===== config.mk =====
export PLATFORM = sky130hd
export DESIGN_NAME = utf8_path_sanitizer_core
export DESIGN_NICKNAME = d
export VERILOG_FILES = /design/src/rtl/ups_pkg.sv /design/src/rtl/ups_fifo.sv /design/src/rtl/ups_front.sv /design/src/rtl/ups_back.sv /design/src/rtl/utf8_path_sanitizer_core.sv
export SDC_FILE = /design/constraint.sdc
export NUM_CORES = 1
export LEC_CHECK = 0
export BUFFER_PORTS_ARGS = -buffer_cell sky130_fd_sc_hd__buf_2
export CAP_MARGIN = 5
export CORE_MARGIN = 2
export CORE_UTILIZATION = 56
export DETAILED_ROUTE_END_ITERATION = 12
export PLACE_DENSITY = 0.77
export SLEW_MARGIN = 20
export SYNTH_ARGS = -nofsm -noshare
export SYNTH_HDL_FRONTEND = slang
export SYNTH_SLANG_ARGS = --single-unit

===== constraint.sdc =====
create_clock -name clk -period 8.5 [get_ports clk]
set_input_delay 1.275 -clock clk [delete_from_list [all_inputs] [get_ports clk]]
set_output_delay 1.275 -clock clk [all_outputs]
set_load 0.005 [all_outputs]

===== src/rtl/ups_pkg.sv =====
// Shared types and constants of the UTF-8 path sanitiser.
package ups_pkg;

	// Characters that steer the decoder and the component filter
	localparam logic [15:0] CH_UNDERSCORE = 16'h005F;
	localparam logic [15:0] CH_SLASH      = 16'h002F;
	localparam logic [15:0] CH_BACKSLASH  = 16'h005C;
	localparam logic [15:0] CH_COLON      = 16'h003A;
	localparam logic [15:0] CH_DOT        = 16'h002E;

	// Lead byte classification
	localparam logic [7:0] MASK_LEAD2 = 8'hE0;
	localparam logic [7:0] CODE_LEAD2 = 8'hC0;
	localparam logic [7:0] MASK_LEAD3 = 8'hF0;
	localparam logic [7:0] CODE_LEAD3 = 8'hE0;

	// Default depth of the decoded-character queue
	localparam int unsigned QUEUE_DEPTH_DEF = 4;

	// One queue entry: up to two decoded characters and the end-of-name flag
	typedef struct packed {
		logic        c0_vld;
		logic [15:0] c0;
		logic        c1_vld;
		logic [15:0] c1;
		logic        fin;
	} entry_t;

	typedef struct packed {
		logic   vld;
		entry_t ent;
	} push_t;

	typedef struct packed {
		logic full;
		logic empty;
	} fifo_stat_t;

	// One result transaction
	typedef struct packed {
		logic [15:0] ch;
		logic        endm;
	} out_item_t;

endpackage


===== src/rtl/ups_fifo.sv =====
// Small register queue between the decoder and the component filter.
module ups_fifo import ups_pkg::*; #(
	parameter int unsigned DEPTH = QUEUE_DEPTH_DEF
) (
	input  logic       clk,
	input  logic       arst_n,
	input  push_t      push,
	input  logic       pop,
	output entry_t     head,
	output fifo_stat_t stat
);

	localparam int unsigned PW = (DEPTH > 1) ? $clog2(DEPTH) : 1;
	localparam int unsigned CW = $clog2(DEPTH + 1);

	entry_t          mem_q [DEPTH];
	logic [PW-1:0]   wr_ptr_q;
	logic [PW-1:0]   rd_ptr_q;
	logic [CW-1:0]   cnt_q;
	logic            do_push;
	logic            do_pop;

	assign stat.full  = (cnt_q == CW'(DEPTH));
	assign stat.empty = (cnt_q == '0);
	assign do_push    = push.vld && !stat.full;
	assign do_pop     = pop && !stat.empty;
	assign head       = mem_q[rd_ptr_q];

	always_ff @(posedge clk or negedge arst_n) begin
		if (!arst_n) begin
			wr_ptr_q <= '0;
			rd_ptr_q <= '0;
			cnt_q    <= '0;
		end else begin
			if (do_push) begin
				wr_ptr_q <= (wr_ptr_q == PW'(DEPTH - 1)) ? '0 : wr_ptr_q + 1'b1;
			end
			if (do_pop) begin
				rd_ptr_q <= (rd_ptr_q == PW'(DEPTH - 1)) ? '0 : rd_ptr_q + 1'b1;
			end
			unique case ({do_push, do_pop})
				2'b10:   cnt_q <= cnt_q + 1'b1;
				2'b01:   cnt_q <= cnt_q - 1'b1;
				default: cnt_q <= cnt_q;
			endcase
		end
	end

	always_ff @(posedge clk) begin
		if (do_push) begin
			mem_q[wr_ptr_q] <= push.ent;
		end
	end

endmodule


===== src/rtl/ups_front.sv =====
// Front end: takes name bytes and decodes UTF-8 into 16-bit characters.
module ups_front import ups_pkg::*; (
	input  logic       clk,
	input  logic       arst_n,
	input  logic       in_valid,
	output logic       in_ready,
	input  logic [7:0] name_byte,
	input  logic       final_byte,
	input  fifo_stat_t q_stat,
	output push_t      push
);

	localparam logic [1:0] NEED_NONE = 2'd0;
	localparam logic [1:0] NEED_ONE  = 2'd1;
	localparam logic [1:0] NEED_TWO  = 2'd2;

	logic [7:0] lead_q, lead_d;
	logic [1:0] need_q, need_d;
	logic [7:0] ffb_q, ffb_d;
	logic       held_q, held_d;
	logic       acc;
	entry_t     ent;

	assign in_ready = !q_stat.full;
	assign acc      = in_valid && in_ready;

	always_comb begin
		lead_d = lead_q;
		need_d = need_q;
		ffb_d  = ffb_q;
		held_d = held_q;
		ent    = '0;
		priority if (need_q == NEED_NONE) begin
			priority if (!name_byte[7]) begin
				ent.c0_vld = 1'b1;
				ent.c0     = {8'h00, name_byte};
			end else if ((name_byte & MASK_LEAD2) == CODE_LEAD2 && !final_byte) begin
				lead_d = name_byte;
				need_d = NEED_ONE;
				held_d = 1'b0;
			end else if ((name_byte & MASK_LEAD3) == CODE_LEAD3 && !final_byte) begin
				lead_d = name_byte;
				need_d = NEED_TWO;
				held_d = 1'b0;
			end else begin
				ent.c0_vld = 1'b1;
				ent.c0     = CH_UNDERSCORE;
			end
		end else if (need_q == NEED_TWO) begin
			if (final_byte) begin
				// cut-short 3-byte lead; the byte is retried as a fresh final byte
				ent.c0_vld = 1'b1;
				ent.c0     = CH_UNDERSCORE;
				ent.c1_vld = 1'b1;
				ent.c1     = name_byte[7] ? CH_UNDERSCORE : {8'h00, name_byte};
				need_d     = NEED_NONE;
			end else begin
				ffb_d  = name_byte;
				held_d = 1'b1;
				need_d = NEED_ONE;
			end
		end else begin
			ent.c0_vld = 1'b1;
			ent.c0     = held_q ? {lead_q[3:0], ffb_q[5:0], name_byte[5:0]}
			                    : {5'b0, lead_q[4:0], name_byte[5:0]};
			need_d     = NEED_NONE;
			held_d     = 1'b0;
		end
		if (final_byte) begin
			ent.fin = 1'b1;
			lead_d  = '0;
			need_d  = NEED_NONE;
			ffb_d   = '0;
			held_d  = 1'b0;
		end
	end

	assign push.vld = acc && (ent.c0_vld || ent.fin);
	assign push.ent = ent;

	always_ff @(posedge clk or negedge arst_n) begin
		if (!arst_n) begin
			lead_q <= '0;
			need_q <= NEED_NONE;
			ffb_q  <= '0;
			held_q <= 1'b0;
		end else if (acc) begin
			lead_q <= lead_d;
			need_q <= need_d;
			ffb_q  <= ffb_d;
			held_q <= held_d;
		end
	end

endmodule


===== src/rtl/ups_back.sv =====
// Back end: component filter and result sequencer with output register.
module ups_back import ups_pkg::*; (
	input  logic        clk,
	input  logic        arst_n,
	input  entry_t      head,
	input  fifo_stat_t  q_stat,
	output logic        pop,
	output logic        out_valid,
	input  logic        out_ready,
	output logic [15:0] path_char,
	output logic        end_mark
);

	localparam out_item_t END_ITEM = '{ch: 16'h0000, endm: 1'b1};
	localparam out_item_t BS_ITEM  = '{ch: CH_BACKSLASH, endm: 1'b0};

	logic [1:0]  len_q;
	logic [15:0] held0_q, held1_q;
	logic        kept_q;
	logic [1:0]  idx_q;
	logic [2:0]  done_q;
	logic        out_vld_q;
	out_item_t   out_q;

	logic [2:0]  pend, cur;
	logic [15:0] ch;
	logic        is_sep, keep1, keep2;
	out_item_t   body [4];
	logic [2:0]  body_n, n;
	logic        need_bs;
	out_item_t   sel;
	logic        active, load_ok, step, emit, last, ev_done, ent_done;

	always_comb begin
		pend = {head.fin, head.c1_vld, head.c0_vld} & ~done_q & {3{!q_stat.empty}};
		cur  = pend & (~pend + 3'd1);
		ch   = cur[0] ? head.c0 : head.c1;
		is_sep = (ch == CH_SLASH) || (ch == CH_BACKSLASH);
		keep1  = (len_q == 2'd1) && (held0_q != CH_DOT);
		keep2  = (len_q == 2'd2) &&
		         !(((held0_q == CH_DOT) && (held1_q == CH_DOT)) || (held1_q == CH_COLON));
		for (int i = 0; i < 4; i++) begin
			body[i] = END_ITEM;
		end
		body_n  = 3'd0;
		need_bs = 1'b0;
		if (cur[2]) begin
			// end of name: close open component, then the end marker
			priority if (keep1) begin
				body[0] = '{ch: held0_q, endm: 1'b0};
				body_n  = 3'd2;
				need_bs = kept_q;
			end else if (keep2) begin
				body[0] = '{ch: held0_q, endm: 1'b0};
				body[1] = '{ch: held1_q, endm: 1'b0};
				body_n  = 3'd3;
				need_bs = kept_q;
			end else begin
				body_n = 3'd1;
			end
		end else if (is_sep) begin
			priority if (keep1) begin
				body[0] = '{ch: held0_q, endm: 1'b0};
				body_n  = 3'd1;
				need_bs = kept_q;
			end else if (keep2) begin
				body[0] = '{ch: held0_q, endm: 1'b0};
				body[1] = '{ch: held1_q, endm: 1'b0};
				body_n  = 3'd2;
				need_bs = kept_q;
			end else begin
				body_n = 3'd0;
			end
		end else if (len_q == 2'd2) begin
			// third character: component is long enough to keep
			body[0] = '{ch: held0_q, endm: 1'b0};
			body[1] = '{ch: held1_q, endm: 1'b0};
			body[2] = '{ch: ch, endm: 1'b0};
			body_n  = 3'd3;
			need_bs = kept_q;
		end else if (len_q == 2'd3) begin
			body[0] = '{ch: ch, endm: 1'b0};
			body_n  = 3'd1;
		end
		n = body_n + {2'b0, need_bs};
		if (need_bs) begin
			sel = (idx_q == 2'd0) ? BS_ITEM : body[2'(idx_q - 2'd1)];
		end else begin
			sel = body[idx_q];
		end
	end

	assign active   = |pend;
	assign load_ok  = !out_vld_q || out_ready;
	assign step     = active && ((n == 3'd0) || load_ok);
	assign emit     = active && (n != 3'd0) && load_ok;
	assign last     = (n == 3'd0) || ({1'b0, idx_q} == 3'(n - 3'd1));
	assign ev_done  = step && last;
	assign ent_done = (pend & ~cur) == 3'b000;
	assign pop      = ev_done && ent_done;

	always_ff @(posedge clk or negedge arst_n) begin
		if (!arst_n) begin
			len_q     <= 2'd0;
			kept_q    <= 1'b0;
			idx_q     <= 2'd0;
			done_q    <= 3'b000;
			out_vld_q <= 1'b0;
		end else begin
			if (emit) begin
				out_vld_q <= 1'b1;
			end else if (out_ready) begin
				out_vld_q <= 1'b0;
			end
			if (step) begin
				idx_q <= last ? 2'd0 : idx_q + 2'd1;
			end
			if (ev_done) begin
				done_q <= ent_done ? 3'b000 : (done_q | cur);
				priority if (cur[2]) begin
					len_q  <= 2'd0;
					kept_q <= 1'b0;
				end else if (is_sep) begin
					len_q  <= 2'd0;
					kept_q <= kept_q | keep1 | keep2;
				end else if (len_q == 2'd2) begin
					len_q  <= 2'd3;
					kept_q <= 1'b1;
				end else if (len_q != 2'd3) begin
					len_q <= len_q + 2'd1;
				end
			end
		end
	end

	always_ff @(posedge clk) begin
		if (emit) begin
			out_q <= sel;
		end
		if (ev_done && !cur[2] && !is_sep) begin
			if (len_q == 2'd0) begin
				held0_q <= ch;
			end
			if (len_q == 2'd1) begin
				held1_q <= ch;
			end
		end
	end

	assign out_valid = out_vld_q;
	assign path_char = out_q.ch;
	assign end_mark  = out_q.endm;

endmodule


===== src/rtl/utf8_path_sanitizer_core.sv =====
// Top level of the UTF-8 archive entry name sanitiser.
//
// Input channel (in_valid/in_ready): one transaction per raw name byte,
// final_byte set on the last byte of a name. Output channel
// (out_valid/out_ready): one 16-bit path character per transaction; a
// transaction with end_mark set and path_char zero closes each name.
// The decoder front end takes one byte per cycle unless the queue is
// full, pushing decoded characters into a short queue; the component
// filter behind it issues one result per cycle from a registered output
// stage while the receiver is ready. A byte passes the queue and then
// the output register before its first result appears. Throughput: one
// byte per cycle while each byte yields at most one result; a byte that
// completes a third character, closes a component or ends the name
// yields up to six results and holds the filter until all are issued,
// the queue (QUEUE_DEPTH entries) absorbing the input meanwhile.
// Reset clears the decoder, queue, filter and output stage. When the
// receiver stalls the output register holds, the queue fills and
// in_ready falls once it is full.
module utf8_path_sanitizer_core import ups_pkg::*; #(
	parameter int unsigned QUEUE_DEPTH = QUEUE_DEPTH_DEF
) (
	input  logic        clk,
	input  logic        arst_n,
	input  logic        in_valid,
	output logic        in_ready,
	input  logic [7:0]  name_byte,
	input  logic        final_byte,
	output logic        out_valid,
	input  logic        out_ready,
	output logic [15:0] path_char,
	output logic        end_mark
);

	push_t      push;
	entry_t     head;
	fifo_stat_t q_stat;
	logic       pop;

	// Decoder: UTF-8 sequences to characters, cut-short leads to '_'
	ups_front u_front (
		.clk        (clk),
		.arst_n     (arst_n),
		.in_valid   (in_valid),
		.in_ready   (in_ready),
		.name_byte  (name_byte),
		.final_byte (final_byte),
		.q_stat     (q_stat),
		.push       (push)
	);

	// Decouples the byte rate from the bursty result rate
	ups_fifo #(
		.DEPTH (QUEUE_DEPTH)
	) u_fifo (
		.clk    (clk),
		.arst_n (arst_n),
		.push   (push),
		.pop    (pop),
		.head   (head),
		.stat   (q_stat)
	);

	// Component filter: drops empty, dot, dot-dot and drive components
	ups_back u_back (
		.clk       (clk),
		.arst_n    (arst_n),
		.head      (head),
		.q_stat    (q_stat),
		.pop       (pop),
		.out_valid (out_valid),
		.out_ready (out_ready),
		.path_char (path_char),
		.end_mark  (end_mark)
	);

	// The front end never offers a transaction to a full queue
	a_no_push_full: assert property (@(posedge clk) disable iff (!arst_n)
		!(push.vld && q_stat.full))
		else $error("push into full queue");

	// The filter never takes an entry from an empty queue
	a_no_pop_empty: assert property (@(posedge clk) disable iff (!arst_n)
		!(pop && q_stat.empty))
		else $error("pop from empty queue");

	// The end marker always carries a zero character
	a_end_zero: assert property (@(posedge clk) disable iff (!arst_n)
		(out_valid && end_mark) |-> (path_char == 16'h0000))
		else $error("end marker with non-zero character");

	// An accepted byte that ends a name always reaches the queue
	a_final_pushed: assert property (@(posedge clk) disable iff (!arst_n)
		(in_valid && in_ready && final_byte) |-> (push.vld && push.ent.fin))
		else $error("final byte not queued");

endmodule


==> Flow_metrics.wiki, run 1 <==
{| class="wikitable"
! Metric !! Value
|-
| Biggest area contributors in the synthesized netlist || edfxtp_1 (51%), dfrtp_1 (8.4%), mux4_1 (3.8%), mux4_2 (3.3%), ha_1 (2.2%)
|-
| Number of cells upsized or downsized after cts || 0
|-
| Setup repair bufs after CTS || 0
|-
| Unrepaired setup endpoints after global routing || no
|-
| Input/output buffers || 31
|-
| Area share of xor/xnor cells in the synthesized design || 0.490%
|-
| Peak fanout along the critical path || 28
|-
| Count of inserted antenna diode cells || 0
|-
| Max Fclk || 157 MHz
|-
| Global-route wire length before repair || 29,900 um
|-
| Required @ worst endpoint || 8860 ps
|-
| CORE AREA || 15,800 um^2
|-
| Net count, final || 697
|-
| Share of flip-flops with an asynchronous set or reset after synthesis || 16.4%
|-
| Area fraction in compound gates after synthesis || 13.1%
|-
| Adder-cell area share of the yosys netlist || 2.58%
|-
| PwrDens || 424 nW/um^2
|-
| Post-route DRC || 0
|-
| # clock sinks || 183
|-
| Setup-failing EPs final || 0
|-
| Cell variety after synth || 82
|-
| Count of filler cells inserted in the layout || 1,205
|-
| Cell with the most instances after synthesis || edfxtp_1
|-
| Clock tree from TritonCTS || yes
|-
| Yosys warnings || 0
|-
| Path depth of the worst reg2reg path || 23
|-
| Initial cell density of the core || 56.7%
|-
| Synth-to-Final Area Change || 9.41%
|-
| Count of pins over their slew limit || 0
|-
| Total Die Area || 17,000 um^2
|-
| Peak supply drop || 243 uV
|-
| Simple-gate share of the synthesized area || 11.3%
|-
| Maximum buffer depth of the clock tree || 2
|-
| Depth of the CTS H-tree || 4
|-
| Worst-case headroom to the max-slew limit || 38.2%
|-
| Vias in the first global route || 5,432
|-
| Total clock buffers created by CTS || 17
|-
| Outcome || completed
|-
| Synthesized flop and latch total || 183
|-
| Number of search-and-repair iterations in the first detailed-routing pass || 7
|-
| CP arrival || 6740 ps
|-
| Die Y-Extent || 130 um
|-
| Family with the most delay on the worst path || simple AND/OR/NAND/NOR gates
|-
| Source of the worst hold timing path || u_back.done_q[2]
|-
| Floorplan row count || 46
|-
| Critical Path Most Common Cell || ha_1
|-
| Highest-delay cell along the critical path || mux4_1
|-
| Maximum number of pins on one net before global-route repair || 31
|-
| Final min period || 6380 ps
|-
| Clock network latency to the later pin of the worst-skew pair || 430 ps
|-
| Worst reg2reg setup slack || 2120 ps
|-
| RD Place Congestion || 0.902
|-
| Design Power || 4150 uW
|-
| Final hold viol count || 0
|-
| Clock Skews || 6.78 ps
|-
| Netlist area before placement || 8940 um^2
|-
| Mean post-synth cell area || 14.0 um^2
|-
| Synth area leader || edfxtp_1
|-
| Number of DRC markers in iteration 0 || 531
|-
| Total grt overflow || 0
|-
| Post-route antenna net violation count || 0
|-
| CP Buf/Inv Count || 4
|-
| Area taken by multi-input logic gates || 3250 um^2
|-
| Clock tree root buffer cell || clkbuf_16
|-
| Transition time at the pin with the least slew margin || 922 ps
|-
| Detail-routed net length per standard cell || 21.1 um
|-
| Proportion of synthesized area in mux cells || 8.89%
|-
| I/O pin cnt || 32
|-
| Sequential cell area fraction in the yosys report || 59.8%
|-
| Cell Count Post-Placement || 864
|-
| Period utilization || 75.1%
|-
| Number of synthesized flops with an enable pin || 153
|-
| Detailed-placement wirelength estimate || 12,900 um
|-
| Via density per instance || 6.36
|-
| Final setup TNS || 0 ps
|-
| Largest family of logic cells by synthesized area || compound AO/OA/AOI/OAI gates
|-
| Minimum setup slack in the final design || 2120 ps
|-
| CP Cell Sequence || buf_4 -> mux4_1 -> nor4_2 -> nand2_1 -> o41ai_4 -> o21a_4 -> o21ai_2 -> nor2_4 -> ha_1 -> ha_1 -> inv_1 -> ha_1 -> ha_1 -> o21ai_0 -> nor2_1 -> nand2_1 -> inv_1 -> ha_1 -> inv_1 -> fa_1 -> xor2_1 -> nor2_1 -> xor2_1
|-
| Dpl ws || 2240 ps
|-
| Worst hold path cell count || 1
|-
| Path type of the worst setup path || flop to flop
|-
| Worst-case hold slack || 479 ps
|-
| Class of the most critical hold timing path || flop to flop
|-
| Share of layout cells above drive strength 1 || 20.3%
|-
| RR Startpoint || u_fifo.rd_ptr_q[0]
|-
| Antenna violations before repair || 0
|-
| Leak pwr || 0.00351 uW
|-
| Most common flop cell mapped by yosys || edfxtp_1
|-
| Number of buffers inserted for hold repair after clock tree synthesis || 0
|-
| Post-synth top cells || edfxtp_1 (153), nor2_1 (41), dfrtp_1 (30), inv_1 (30), nand2_1 (30)
|-
| Via total after detailed routing || 5,690
|-
| Final standard cell count with taps included and fillers excluded || 895
|-
| CP startpoint kind || flop
|-
| Final WL || 18,900 um
|-
| RR Endpoint || u_fifo.cnt_q[2]
|-
| Syn nets || 670
|-
| Clock slew seen by the registers of the worst setup and hold paths || 70 ps
|-
| Storage element area || 5350 um^2
|-
| GR Util All Layers || 23.6%
|-
| Kind of capture point of the worst setup path || flop
|-
| Width of the die || 130 um
|-
| Max incr delay on CP || 700 ps
|-
| Reported max-cap violation count || 0
|-
| WHS Endpoint || u_back.done_q[2]
|-
| Area share of the leading cell type in the synthesized netlist || 51.4%
|-
| Post-Synthesis Cells || 640
|}
[cell type report]
type	count	share of cell area [%]
repair buffers	40	2.28
multi-input cells	395	33.3
inverters	30	1.15
flip-flops and latches	183	54.7
well taps	216	2.76
clock inverters	14	1.52
clock buffers	17	4.35
[power breakdown]
part           switching (uW)  internal (uW)
clock network             337            433
logic                    1130            680
registers                 168           1400
[state kept, by name, summed over array words and instances, names as in the netlist]
name and count:
u_back.idx_q 2, u_back.held0_q 16, u_back.len_q 2, u_front.ffb_q 6
u_back.end_mark 1, u_back.held1_q 16, u_front.lead_q 5, u_fifo.rd_ptr_q 2
u_back.kept_q 1, u_back.path_char 16, u_back.out_valid 1, u_fifo.mem_q 104
u_back.done_q 3, u_front.held_q 1, u_front.need_q 2, u_fifo.wr_ptr_q 2
u_fifo.cnt_q 3
[placed cells by master, fill, tap and decap left out, types with 13 or more instances in the layout]
master,Yosys,layout
edfxtp_1,153,153
nor2_1,41,41
buf_2,6,31
inv_1,30,30
nand2_1,30,30
dfrtp_1,30,30
a21oi_1,25,25
o21ai_0,25,25
nand3_1,20,20
clkbuf_16,0,17
nor2b_1,16,16
ha_1,16,16
mux4_2,13,13
mux4_1,13,13
and2_1,13,13
[how the worst max path moves through the flow]
stage	slack [ps]	cells after the start	to	startpoint
floorplan	3090	25	u_fifo.cnt_q[2]	u_fifo.rd_ptr_q[0]
finish	2120	23	u_fifo.cnt_q[2]	u_fifo.rd_ptr_q[0]
detailed placement	2240	23	u_fifo.cnt_q[2]	u_fifo.rd_ptr_q[0]
global route	1660	23	u_fifo.cnt_q[2]	u_fifo.rd_ptr_q[0]
global placement	2500	23	u_fifo.cnt_q[2]	u_fifo.rd_ptr_q[0]
CTS	2130	23	u_fifo.cnt_q[2]	u_fifo.rd_ptr_q[0]
[kinds of logic after synthesis]
| family | after synthesis |
|---|---|
| simple gates | 183 |
| flops | 183 |
| compound gates | 148 |
| buf+inv | 62 |
| mux | 41 |
| fa+ha+maj | 18 |
| xor+xnor | 5 |
[metal layers]
layer	vias up	track usage, %	routed length [um]
met5	-	0	0
met4	0	8.95	508
met3	42	4.67	1020
met2	251	38.3	9210
met1	2833	31.8	8120
li1	2564	-	-
[metrics by stage]
| stage | instance area (um^2) | util, % |
|---|---|---|
| after CTS | 9780 | 62.0 |
| after detailed placement | 9210 | 58.4 |
| final | 9780 | 62.0 |
| after floorplan | 8940 | - |
| after global routing | 9780 | 62.0 |
| after global placement | 9210 | 58.4 |
No activity file was read; power rests on OpenSTA's default activity.
==> run 2, diff against run 1 <==
Settings changed: ABC_AREA set to 1, PLACE_DENSITY 0.77 to 0.8.
Clock period 8.5 ns to 5.3 ns, I/O delays scaled along.
==> run 2 against run 1 <==
Net effect:
- non-clock buffer count is 25 higher
- routed wire length is 39% higher
- design area rose by 17%
- clock power rose by 69%
- area after synthesis is 16% higher
- clock-buffer cell count increased by 4
- register-to-register slack worse by 1800 ps
- sequential share of layout area decreased by 8.0 points
- critical path depth increased by 10
- power down 31%
- critical endpoint unchanged
- highest routed layer unchanged
==> Flow_metrics.wiki, run 2 <==
{| class="wikitable"
! Metric !! Value
|-
| Outcome || completed
|-
| Die Y-Extent || 140 um
|-
| Antenna violations before repair || 0
|-
| Highest-delay cell along the critical path || dfrtp_1
|-
| Kind of capture point of the worst setup path || flop
|-
| Maximum number of pins on one net before global-route repair || 44
|-
| Max reg flops || 104
|-
| Proportion of power drawn by the clock network || 45.4%
|-
| Transition time at the pin with the least slew margin || 872 ps
|-
| Synth-to-Final Area Change || 10.6%
|-
| Clock Skews || 14.7 ps
|-
| Count of pins over their slew limit || 0
|-
| Via density per instance || 5.78
|-
| Worst-case hold slack || 405 ps
|-
| Post-route antenna net violation count || 0
|-
| Total clock buffers created by CTS || 17
|-
| Required @ worst endpoint || 5620 ps
|-
| RR Endpoint || u_fifo.cnt_q[2]
|-
| Commonest non-fill, non-tap cell in the layout || nand2_1
|-
| Period utilization || 93.5%
|-
| Count of inserted antenna diode cells || 0
|-
| Synth area leader || edfxtp_1
|-
| Area fraction in compound gates after synthesis || 6.40%
|-
| Number of DRC markers in iteration 0 || 1,114
|-
| RR Startpoint || u_fifo.rd_ptr_q[0]
|-
| Detailed-placement wirelength estimate || 18,500 um
|-
| Switching Fraction || 21.4%
|-
| Synthesized flop and latch total || 183
|-
| I/O pin cnt || 32
|-
| Most used cells in the layout excluding fill and tap cells || nand2_1 (401), nand3_1 (193), edfxtp_1 (153)
|-
| Design Power || 2870 uW
|-
| PwrDens || 251 nW/um^2
|-
| CP startpoint kind || flop
|-
| Netlist area before placement || 10,400 um^2
|-
| Cell with the most instances after synthesis || nand2_1
|-
| Post-Synthesis Cells || 1,301
|-
| Global-route wire length before repair || 42,100 um
|-
| Final setup TNS || 0 ps
|-
| Cell Area, Placed || 10,700 um^2
|-
| Detail-routed net length per standard cell || 16.7 um
|-
| # clock sinks || 183
|-
| Path depth of the worst reg2reg path || 33
|-
| Path type of the worst setup path || flop to flop
|-
| RD Place Congestion || 0.950
|-
| Share of layout cells above drive strength 1 || 9.44%
|-
| Floorplan row count || 49
|-
| Leak pwr || 0.00528 uW
|-
| Area share of the leading cell type in the synthesized netlist || 44.4%
|-
| Vias in the first global route || 8,652
|-
| Number of synthesized flops with an enable pin || 153
|-
| Final min period || 4960 ps
|-
| Peak fanout along the critical path || 31
|-
| Global-route track usage on met2 || 46.5%
|-
| Max incr delay on CP || 450 ps
|-
| Max Fclk || 202 MHz
|-
| Simple-gate share of the synthesized area || 31.3%
|-
| Width of the die || 140 um
|-
| Mean post-synth cell area || 7.96 um^2
|-
| Proportion of synthesized area in mux cells || 0%
|-
| Reported max-cap violation count || 0
|-
| Sequential cell area fraction in the yosys report || 51.6%
|-
| Sequential power share || 53.7%
|-
| Maximum buffer depth of the clock tree || 2
|-
| Yosys warnings || 0
|-
| Most common flop cell mapped by yosys || edfxtp_1
|-
| Clock network latency to the later pin of the worst-skew pair || 440 ps
|-
| GR Util All Layers || 27.1%
|-
| Cell variety after synth || 42
|-
| Critical Path Most Common Cell || nand2_1
|-
| Total Die Area || 19,600 um^2
|-
| Clock slew seen by the registers of the worst setup and hold paths || 70 ps
|-
| Crit path capture || u_fifo.cnt_q[2]
|-
| CP arrival || 5270 ps
|-
| Relative contribution of combinational cells to total power || 0.9%
|-
| Peak supply drop || 242 uV
|-
| Initial cell density of the core || 57.5%
|-
| CORE AREA || 18,000 um^2
|-
| Worst reg2reg setup slack || 340 ps
|-
| Depth of the CTS H-tree || 4
|-
| Setup-failing EPs final || 0
|-
| Share of flip-flops with an asynchronous set or reset after synthesis || 16.4%
|-
| Area share of xor/xnor cells in the synthesized design || 0.169%
|-
| Global routing usage on met1 || 33.7%
|-
| Clock tree from TritonCTS || yes
|-
| Final hold viol count || 0
|-
| Register with the most flip-flops || u_fifo.mem_q
|-
| Number of buffers inserted for hold repair after clock tree synthesis || 0
|-
| Clock tree root buffer cell || clkbuf_16
|-
| Largest family of logic cells by synthesized area || simple AND/OR/NAND/NOR gates
|-
| Total grt overflow || 0
|-
| Met3 GRT Util || 4.44%
|-
| Gr busiest metal || met2
|-
| Post-layout instance area || 11,500 um^2
|-
| Number of search-and-repair iterations in the first detailed-routing pass || 6
|-
| Class of the most critical hold timing path || primary input to async pin
|-
| Switching power || 616 uW
|-
| Biggest area contributors in the synthesized netlist || edfxtp_1 (44%), nand2_1 (15%), nand3_1 (9.3%), dfrtp_1 (7.2%), inv_1 (5.0%)
|-
| Internal portion of total power || 2260 uW
|-
| Net count, final || 1,352
|-
| Final WL || 26,200 um
|-
| Worst setup path start || u_fifo.rd_ptr_q[0]
|-
| Syn nets || 1,331
|-
| Adder-cell area share of the yosys netlist || 2.13%
|-
| Input/output buffers || 31
|-
| Worst-case headroom to the max-slew limit || 41.5%
|-
| Post-synth top cells || nand2_1 (402), nand3_1 (193), edfxtp_1 (153), inv_1 (139), nor2_1 (139)
|-
| Via total after detailed routing || 9,041
|-
| Post-route DRC || 0
|}
## run 2: power by group through the flow
stage | Combinational, uW | Clock, uW | Sequential, uW
final | 24.9 | 1300 | 1540
after global routing | 28.1 | 1360 | 1540
after CTS | 24.9 | 1320 | 1540
after detailed placement | 24.8 | 0 | 1570
after global placement | 24.5 | 0 | 1570
after floorplan | 8.86 | 0 | 1570
## run 2: kinds of logic after synthesis
family                     after synthesis
and+or+nand+nor                        768
xor gates and xnor gates                 2
DFF                                    183
buffers and inverters                  211
adders and majority gates               17
AOI/OAI and AO/OA                      120
## run 2: final cells by class
cell class | instances | area (um^2)
fill | 1509 | 6570
sequential | 183 | 5350
multi-input combinational | 907 | 4200
inverter | 148 | 558
clock buffer | 21 | 504
timing repair buffer | 65 | 447
tap | 229 | 287
clock inverter | 11 | 118
## run 2: metrics by stage
step	util, %	std cells	worst slack [ps]
2_1_floorplan	-	1301	350
6_report	63.6	1564	344
4_1_cts	63.1	1561	46.2
3_3_place_gp	59.6	1529	268
5_1_grt	63.6	1564	-7.00
3_5_place_dp	59.6	1529	81.8
## run 2: worst min path at each step
stage               slack [ps]              start            endpoint
floorplan                  450  u_front.lead_q[4]   u_front.lead_q[4]
global placement           470  u_front.lead_q[0]   u_front.lead_q[0]
detailed placement         470  u_front.lead_q[4]   u_front.lead_q[4]
CTS                        420             arst_n  u_fifo.wr_ptr_q[1]
global route               460             arst_n  u_fifo.wr_ptr_q[0]
finish                     400             arst_n  u_fifo.wr_ptr_q[1]
## run 2: metal layers
| layer | share of wire, % | vias to the layer above | routed length, um |
|---|---|---|---|
| met1 | 39 | 4239 | 10200 |
| met5 | 0 | - | 0 |
| met3 | 7.2 | 93 | 1890 |
| li1 | - | 4304 | - |
| met4 | 4.0 | 0 | 1050 |
| met2 | 50 | 405 | 13000 |
## run 2: critical path: cells and delay by family (launching register included)
family | cells | cell delay (ps)
XOR/XNOR | 1 | 150
buffers and inverters | 7 | 600
flip-flops | 1 | 450
AO/OA/AOI/OAI | 6 | 730
AND/OR/NAND/NOR | 14 | 1570
adder cells (fa/ha/maj) | 5 | 1320
## run 2: what timing repair did
item | CTS | global route
gates resized for setup | 0 | 14
setup endpoints to repair | 0 | 2
buffers inserted | 0 | 3
